**config.mk**
```make
export PLATFORM = sky130hd
export DESIGN_NAME = uart_line_assembler_tokenizer_core
export DESIGN_NICKNAME = d
export VERILOG_FILES = /design/src/design/ulat_pkg.sv /design/src/design/ulat_ram.sv /design/src/design/uart_line_assembler_tokenizer_core.sv
export SDC_FILE = /design/constraint.sdc
export NUM_CORES = 2
export LEC_CHECK = 0
export BUFFER_PORTS_ARGS = -buffer_cell sky130_fd_sc_hd__buf_4
export CORE_AREA = 4 4 472 474
export CTS_BUF_LIST = sky130_fd_sc_hd__clkbuf_8
export DETAILED_ROUTE_END_ITERATION = 10
export DIE_AREA = 0 0 476 478
export HOLD_SLACK_MARGIN = 0.15
export PLACE_DENSITY = 0.63
export SYNTH_ARGS = -nofsm -noshare
export SYNTH_HDL_FRONTEND = slang
export SYNTH_SLANG_ARGS = --single-unit
```
**constraint.sdc**
```tcl
create_clock -name i_clk -period 16.5 [get_ports i_clk]
set_input_delay 1.65 -clock i_clk [delete_from_list [all_inputs] [get_ports i_clk]]
set_output_delay 1.65 -clock i_clk [all_outputs]
set_load 0.02 [all_outputs]
```
**src/design/ulat_pkg.sv**
```systemverilog
`timescale 1ns / 1ps

package ulat_pkg;

    localparam int FILL_W  = 8;
    localparam int ARGS_W  = 7;
    localparam int STORE_W = 9;
    localparam int CFG_W   = 2;

    localparam logic [7:0] CH_SPACE  = 8'h20;
    localparam logic [7:0] CH_ARG_LO = 8'h22;
    localparam logic [7:0] CH_ARG_HI = 8'h7D;
    localparam logic [7:0] CH_CR     = 8'h0D;
    localparam logic [7:0] CH_LF     = 8'h0A;

    typedef enum logic [1:0] {
        CMD_BYTE    = 2'd0,
        CMD_ERROR   = 2'd1,
        CMD_READ    = 2'd2,
        CMD_RELEASE = 2'd3
    } t_cmd;

    typedef enum logic [2:0] {
        ST_STORED   = 3'd0,
        ST_EMPTY    = 3'd1,
        ST_READY    = 3'd2,
        ST_TOO_MANY = 3'd3,
        ST_BUSY     = 3'd4,
        ST_CLEARED  = 3'd5,
        ST_READ     = 3'd6,
        ST_RELEASED = 3'd7
    } t_status;

    typedef enum logic [1:0] {
        MODE_CR   = 2'd0,
        MODE_LF   = 2'd1,
        MODE_CRLF = 2'd2,
        MODE_ALT  = 2'd3
    } t_line_mode;

    typedef enum logic {
        CFG_LINE_END_MODE = 1'b0,
        CFG_AT_MODE       = 1'b1
    } t_cfg_index;

    typedef struct packed {
        logic [1:0] command;
        logic [7:0] rx_byte;
        logic [7:0] read_index;
    } t_in_item;

    typedef struct packed {
        t_status    status;
        logic [7:0] line_length;
        logic [6:0] arg_count;
        logic [7:0] read_char;
        logic       is_arg_start;
        logic       is_separator;
    } t_out_item;

endpackage

```
**src/design/ulat_ram.sv**
```systemverilog
`timescale 1ns / 1ps

module ulat_ram #(
    parameter int WIDTH = 9,
    parameter int DEPTH = 256,
    localparam int ADDR_W = $clog2(DEPTH)
) (
    input  logic              i_clk,
    input  logic              i_we,
    input  logic [ADDR_W-1:0] i_waddr,
    input  logic [WIDTH-1:0]  i_wdata,
    input  logic              i_re,
    input  logic [ADDR_W-1:0] i_raddr_a,
    input  logic [ADDR_W-1:0] i_raddr_b,
    output logic [WIDTH-1:0]  o_rdata_a,
    output logic [WIDTH-1:0]  o_rdata_b
);

    logic [WIDTH-1:0] r_mem [DEPTH];
    logic [WIDTH-1:0] r_rdata_a;
    logic [WIDTH-1:0] r_rdata_b;

    always_ff @(posedge i_clk) begin
        if (i_we) begin
            r_mem[i_waddr] <= i_wdata;
        end
        if (i_re) begin
            r_rdata_a <= r_mem[i_raddr_a];
            r_rdata_b <= r_mem[i_raddr_b];
        end
    end

    assign o_rdata_a = r_rdata_a;
    assign o_rdata_b = r_rdata_b;

endmodule

```
**src/design/uart_line_assembler_tokenizer_core.sv**
```systemverilog
// UART command line buffer. Each transfer on the input channel carries one received byte,
// a receive error or timeout event, a read of the pending line or a release, and produces
// exactly one result transfer. One item is accepted every clock cycle while the output
// side does not stall. The line store is read at the requested index and at the one after
// it on the same edge that loads the input register, and the result register follows.
// While a result waits, one more item is held in the input register before the input is
// refused. The store holds BUFFER_LENGTH entries and needs no clearing after reset.
// Configuration registers must only be written while no item is in flight.
`timescale 1ns / 1ps

module uart_line_assembler_tokenizer_core #(
    parameter int BUFFER_LENGTH = 256,
    parameter int MAX_ARGS      = 16
) (
    input  logic                    i_clk,
    input  logic                    i_rst_n,
    input  logic                    i_in_valid,
    output logic                    o_in_ready,
    input  ulat_pkg::t_in_item      i_in,
    output logic                    o_out_valid,
    input  logic                    i_out_ready,
    output ulat_pkg::t_out_item     o_out,
    input  logic                    i_cfg_we,
    input  logic                    i_cfg_index,
    input  logic [ulat_pkg::CFG_W-1:0] i_cfg_data
);

    import ulat_pkg::*;

    localparam int ADDR_W = $clog2(BUFFER_LENGTH);
    localparam logic [8:0] LIMIT_CRLF = 9'(BUFFER_LENGTH - 2);
    localparam logic [8:0] LIMIT_PLAIN = 9'(BUFFER_LENGTH - 1);
    localparam logic [7:0] ARGS_LIMIT = 8'(MAX_ARGS);

    logic              r_s1_valid;
    t_in_item          r_s1;
    logic              r_out_valid;
    t_out_item         r_out;
    logic [FILL_W-1:0] r_fill;
    logic              r_pending;
    logic [ARGS_W-1:0] r_args;
    logic [7:0]        r_prev;
    logic              r_last;
    t_line_mode        r_mode;
    logic              r_at;

    logic [FILL_W-1:0] n_fill;
    logic              n_pending;
    logic [ARGS_W-1:0] n_args;
    logic [7:0]        n_prev;
    logic              n_last;
    t_out_item         n_out;

    logic               s1_fire;
    logic               in_accept;
    logic [8:0]         rd_next;
    logic [STORE_W-1:0] ram_a;
    logic [STORE_W-1:0] ram_b;
    logic               mem_we;
    logic [STORE_W-1:0] mem_wdata;

    logic              crlf;
    logic              end_line;
    logic              mark;
    logic [7:0]        term;
    logic [FILL_W-1:0] fill_end;
    logic [ARGS_W-1:0] args_end;
    logic [7:0]        count_cur;
    logic [7:0]        count_end;
    logic [8:0]        s1_next;
    logic              rd_start;
    logic              rd_sep;

    assign s1_fire    = r_s1_valid && (!r_out_valid || i_out_ready);
    assign o_in_ready = !r_s1_valid || s1_fire;
    assign in_accept  = i_in_valid && o_in_ready;
    assign rd_next    = {1'b0, i_in.read_index} + 9'd1;

    ulat_ram #(
        .WIDTH(STORE_W),
        .DEPTH(BUFFER_LENGTH)
    ) u_store (
        .i_clk    (i_clk),
        .i_we     (mem_we),
        .i_waddr  (r_fill[ADDR_W-1:0]),
        .i_wdata  (mem_wdata),
        .i_re     (in_accept),
        .i_raddr_a(i_in.read_index[ADDR_W-1:0]),
        .i_raddr_b(rd_next[ADDR_W-1:0]),
        .o_rdata_a(ram_a),
        .o_rdata_b(ram_b)
    );

    always_comb begin
        crlf      = (r_mode == MODE_CRLF);
        term      = (r_mode == MODE_CR) ? CH_CR : CH_LF;
        count_cur = r_at ? 8'd1 : 8'd1 + {1'b0, r_args};
        if (crlf) begin
            end_line = (r_s1.rx_byte == CH_LF && r_prev == CH_CR)
                       || ({1'b0, r_fill} >= LIMIT_CRLF);
        end else begin
            end_line = (r_s1.rx_byte == term) || ({1'b0, r_fill} >= LIMIT_PLAIN);
        end
        mark = (r_fill != '0) && (r_prev == CH_SPACE)
               && (r_s1.rx_byte inside {[CH_ARG_LO:CH_ARG_HI]});
        fill_end = crlf ? r_fill - 8'd1 : r_fill;
        args_end = (crlf && r_last && r_args != '0) ? r_args - 7'd1 : r_args;
        count_end = r_at ? 8'd1 : 8'd1 + {1'b0, args_end};
        s1_next = {1'b0, r_s1.read_index} + 9'd1;
        rd_start = (r_s1.read_index == 8'd0)
                   || (!r_at && r_s1.read_index < r_fill && ram_a[8]);
        rd_sep = !r_at && (s1_next < {1'b0, r_fill})
                 && (ram_a[7:0] == CH_SPACE) && ram_b[8];

        n_fill    = r_fill;
        n_pending = r_pending;
        n_args    = r_args;
        n_prev    = r_prev;
        n_last    = r_last;
        n_out     = '0;
        mem_we    = 1'b0;
        mem_wdata = {mark, r_s1.rx_byte};

        case (t_cmd'(r_s1.command))
            CMD_BYTE: begin
                if (r_pending) begin
                    n_out.status      = ST_BUSY;
                    n_out.line_length = r_fill;
                    n_out.arg_count   = count_cur[6:0];
                end else if (crlf && r_fill == '0 && r_s1.rx_byte == CH_LF) begin
                    n_out.status = ST_EMPTY;
                end else if (!end_line) begin
                    mem_we = s1_fire;
                    n_fill = r_fill + 8'd1;
                    if (mark && r_args != '1) begin
                        n_args = r_args + 7'd1;
                    end
                    n_last            = mark;
                    n_prev            = r_s1.rx_byte;
                    n_out.status      = ST_STORED;
                    n_out.line_length = r_fill + 8'd1;
                end else begin
                    n_prev = '0;
                    n_last = 1'b0;
                    if (fill_end == '0) begin
                        n_fill       = '0;
                        n_args       = '0;
                        n_out.status = ST_EMPTY;
                    end else if (count_end > ARGS_LIMIT) begin
                        n_fill            = '0;
                        n_args            = '0;
                        n_out.status      = ST_TOO_MANY;
                        n_out.line_length = fill_end;
                    end else begin
                        n_fill            = fill_end;
                        n_args            = args_end;
                        n_pending         = 1'b1;
                        n_out.status      = ST_READY;
                        n_out.line_length = fill_end;
                        n_out.arg_count   = count_end[6:0];
                    end
                end
            end
            CMD_ERROR: begin
                if (r_pending) begin
                    n_out.status      = ST_BUSY;
                    n_out.line_length = r_fill;
                    n_out.arg_count   = count_cur[6:0];
                end else begin
                    n_fill       = '0;
                    n_args       = '0;
                    n_prev       = '0;
                    n_last       = 1'b0;
                    n_out.status = ST_CLEARED;
                end
            end
            CMD_READ: begin
                n_out.status = ST_READ;
                if (r_pending) begin
                    n_out.line_length  = r_fill;
                    n_out.arg_count    = count_cur[6:0];
                    n_out.read_char    = (r_s1.read_index < r_fill && !rd_sep)
                                         ? ram_a[7:0] : 8'd0;
                    n_out.is_arg_start = rd_start;
                    n_out.is_separator = rd_sep;
                end
            end
            default: begin
                if (r_pending) begin
                    n_fill    = '0;
                    n_pending = 1'b0;
                    n_args    = '0;
                    n_prev    = '0;
                    n_last    = 1'b0;
                end
                n_out.status = ST_RELEASED;
            end
        endcase
    end

    always_ff @(posedge i_clk) begin
        if (!i_rst_n) begin
            r_s1_valid  <= 1'b0;
            r_out_valid <= 1'b0;
            r_fill      <= '0;
            r_pending   <= 1'b0;
            r_args      <= '0;
            r_prev      <= '0;
            r_last      <= 1'b0;
            r_mode      <= MODE_CR;
            r_at        <= 1'b0;
        end else begin
            if (o_in_ready) begin
                r_s1_valid <= i_in_valid;
            end
            if (s1_fire) begin
                r_out_valid <= 1'b1;
                r_fill      <= n_fill;
                r_pending   <= n_pending;
                r_args      <= n_args;
                r_prev      <= n_prev;
                r_last      <= n_last;
            end else if (i_out_ready) begin
                r_out_valid <= 1'b0;
            end
            if (i_cfg_we) begin
                case (t_cfg_index'(i_cfg_index))
                    CFG_LINE_END_MODE: r_mode <= t_line_mode'(i_cfg_data);
                    default:           r_at   <= i_cfg_data[0];
                endcase
            end
        end
    end

    always_ff @(posedge i_clk) begin
        if (in_accept) begin
            r_s1 <= i_in;
        end
        if (s1_fire) begin
            r_out <= n_out;
        end
    end

    assign o_out_valid = r_out_valid;
    assign o_out       = r_out;

endmodule

```
==> impl_metrics.csv <==
group,metric,value,unit
setup_path,cp_slowest_cell,"buf_4",
placed_design,place_ws,8770,ps
sta,fin_skew,94.7,ps
cts,clk_pin_slew,60,ps
floorplanning,boundaryPins,56,
power,p_sw,2.70,mW
setup_path,path_buf_inv,5,
placed_design,dp_hpwl,139000,um
setup_path,cp_cell_sequence,"buf_8, buf_12, buf_12, buf_4, buf_4, mux4_2, mux4_2, mux4_2, a22oi_1, nand2_1",
drt,routed_wl,241000,um
setup_path,cp-end-kind,"flip-flop",
synthesis,synth_top_area_frac,0.741,
outcome,status,"completed",
min_path,hp-start,"r_prev[6]",
placed_design,port-buffer-count,55,
grt,gr-total-overflow,0,
finish,layout-drive-gt1-share,0.315,
grt,grt_pass1_vias,47158,
finish,fin_cells,7721,
cts,holdBufCountCts,0,
drt,drt_iter0_drc,5554,
finish,layout.nets,4619,
sta,finalCriticalPeriod,6360,ps
power,power.leakage,32.9,nW
job,cap_violations,0,
floorplanning,row_count,172,
setup_path,cpMostUsedCell,"mux4_2",
setup_path,r2r_cells,9,
synthesis,synth_cell_types,74,
setup_path,cp.required,17280,ps
synthesis,synth.cell_area,95700,um2
cts,cts_tree,"done",
setup_path,startpoint_type,"input pin",
setup_path,path_max_fanout,113,
sta,fin_ws,10140,ps
floorplanning,die_w,476,um
floorplanning,start_util,0.437,
drt,num_vias,46756,
min_path,whs_endpoint,"r_prev[6]",
sta,fin_crit_sh,0.385,
synthesis,yosys-top-cells-area,"edfxtp_1, mux4_2, nor2_1",
setup_path,reg2reg_to,"u_store.r_mem[213][3]",
synthesis,ys_seq_area_frac,0.747,
sta,tightestPinTransition,1470,ps
min_path,hold_path_class,"reg2reg",
finish,area_growth,11.7,%
synthesis,ys.flop_type,"edfxtp_1",
finish,n_fill_cell,17453,
setup_path,r2r_slack,10760,ps
grt,grt_pass1_wl,347000,um
floorplanning,fp.dieH,478,um
synthesis,ys_seq_elements,2390,
setup_path,cp_top_family,"buffers and inverters",
drt,drt-vias-per-instance,6.06,
synthesis,synth.avg_cell_area,22.5,um2
grt,grt_util_all_layers,0.212,
synthesis,syn-num-nets,4310,
setup_path,slowest_delay,880,ps
sta,slew-limit-headroom,0.0169,
synthesis,synthTopCellsByCount,"edfxtp_1, mux4_2, nor2_1",
sta,setup_viol,0,
power,max-vdd-ir-drop,0.0000893,V
cts,clk_latency,1080,ps
floorplanning,fp.coreArea,219000,um2
finish,multi_input_area,23200,um2
sta,drv_slew,0,
drt,routedWlPerCell,31.2,um
cts,postCtsSetupBuffers,0,
setup_path,cp.arrival,7140,ps
floorplanning,dieArea,228000,um2
sta,finalHoldViolations,0,
sta,rsz0062_at_grt,"false",
power,power_density,114,nW/um2
cts,cts-resized-gates,0,
setup_path,worstSetupPathType,"in2reg",
setup_path,critical_path.reg2reg.startpoint,"mem_wdata[7]",
synthesis,synth-edff-count,2360,
power,p_int,9.47,mW
power,comb_power_share,0.052,
synthesis,netlist_instances,4254,
sta,max_freq,0.157,GHz
synthesis,yosys_warnings,0,
power,p_clk_frac,0.398,
cts,cts.path.max_buffers,4,
sta,fin_tns_setup,0,ps
placed_design,post-place-cells,7035,
synthesis,synth_largest_area_cell,"edfxtp_1",
grt,antenna_found_initial,10,
synthesis,synthArstFlopShare,0,
drt,drc,0,
drt,final_antenna_net_count,0,
finish,seq_area,71500,um2
power,swShare,0.222,
synthesis,synth_most_common_cell,"edfxtp_1",
placed_design,place_congestion,0.820,
grt,grt_max_degree,225,
drt,drt_pass1_iterations,6,
cts,cts.sinks,2390,
cts,cts_buffers,397,
cts,h-tree-depth,5,
cts,root_buffer,"clkbuf_8",
min_path,holdPathStages,2,
power,p_seq_frac,0.550,
==> area by class of cell <==
cell class	instances	share of cell area
inverter	19	0.000667
antenna	7	0.000164
timing repair buffer	166	0.0133
clock inverter	269	0.0142
tap	2871	0.0336
sequential	2390	0.669
clock buffer	410	0.0528
multi-input combinational	1589	0.217
==> power groups by stage <==
stage / logic (mW) / clock network [mW] / registers, mW
after floorplan: 0.365 / 0 / 6.87
after detailed placement: 0.646 / 0 / 6.82
after CTS: 0.647 / 4.93 / 6.69
after global routing: 0.672 / 5.22 / 6.69
after global placement: 0.640 / 0 / 6.82
final: 0.638 / 4.84 / 6.69
==> kinds of logic (layout without fill, tap and decap cells) <==
group,after synthesis,after routing,share of synthesized area
fa+ha+maj,30,30,0.00392
simple gates,537,537,0.0252
xor+xnor,26,26,0.00238
compound gates,149,149,0.0112
buf+inv,275,864,0.0118
mux,847,847,0.199
flops,2390,2390,0.747
other cells,0,7,0
==> per-layer routing <==
metal,routed length [um],vias to the layer above,track usage
met5,178,-,0.00490
met4,6700,7,0.0641
met3,21700,406,0.0537
met2,114000,2276,0.324
met1,98100,25220,0.301
li1,-,18847,-
==> worst max path at each step <==
stage / to / cells after the start / slack [ps] / start
final: u_store.o_rdata_a[3] / 10 / 10140 / i_in[0]
after global routing: u_store.o_rdata_a[3] / 10 / 9620 / i_in[0]
after CTS: u_store.o_rdata_a[4] / 10 / 9910 / i_in[0]
after detailed placement: u_store.o_rdata_a[4] / 10 / 8770 / i_in[0]
after global placement: u_store.o_rdata_a[4] / 10 / 8800 / i_in[0]
after floorplan: u_store.r_mem[0][8] / 4 / 5040 / mem_wdata[5]
==> flip-flops by register name, indices dropped and copies added, names as in the netlist <==
| register | flops |
|---|---|
| u_store.r_mem | 2304 |
| o_out | 28 |
| r_s1 | 10 |
| u_store.o_rdata_a | 9 |
| mem_wdata | 8 |
| r_fill | 8 |
| r_prev | 8 |
| r_args | 7 |
| r_mode | 2 |
| o_out_valid | 1 |
| r_at | 1 |
| r_last | 1 |
| r_pending | 1 |
| r_s1_valid | 1 |
| u_store.o_rdata_b | 1 |
==> cell usage in the layout (no fill, tap or decap), types with 28 or more instances in the layout <==
cell,count
clkinv_2,49
clkbuf_8,411
ha_1,29
dfxtp_1,30
nor2_1,304
clkinv_1,88
nor3_1,28
edfxtp_1,2360
nand2_1,65
nand3_1,28
mux4_2,840
a21oi_1,32
inv_1,130
buf_4,150
==> metrics by stage <==
step / instance area (um2) / util / hold slack (ps) / total power [mW]
global route: 107000 / 0.488 / 492 / 12.6
global placement: 99700 / 0.456 / 438 / 7.46
detailed placement: 99700 / 0.456 / 444 / 7.46
floorplan: 95700 / - / 431 / 7.23
CTS: 107000 / 0.488 / 451 / 12.3
finish: 107000 / 0.488 / 456 / 12.2
==> worst reg2reg max path: cells and delay by family, from the launching register on <==
kind / cells / cell delay, ps
AO/OA/AOI/OAI: 1 / 430
buffers and inverters: 1 / 770
flip-flops: 1 / 320
AND/OR/NAND/NOR: 7 / 3780
Note: power is estimated with default switching activity, not from simulation.
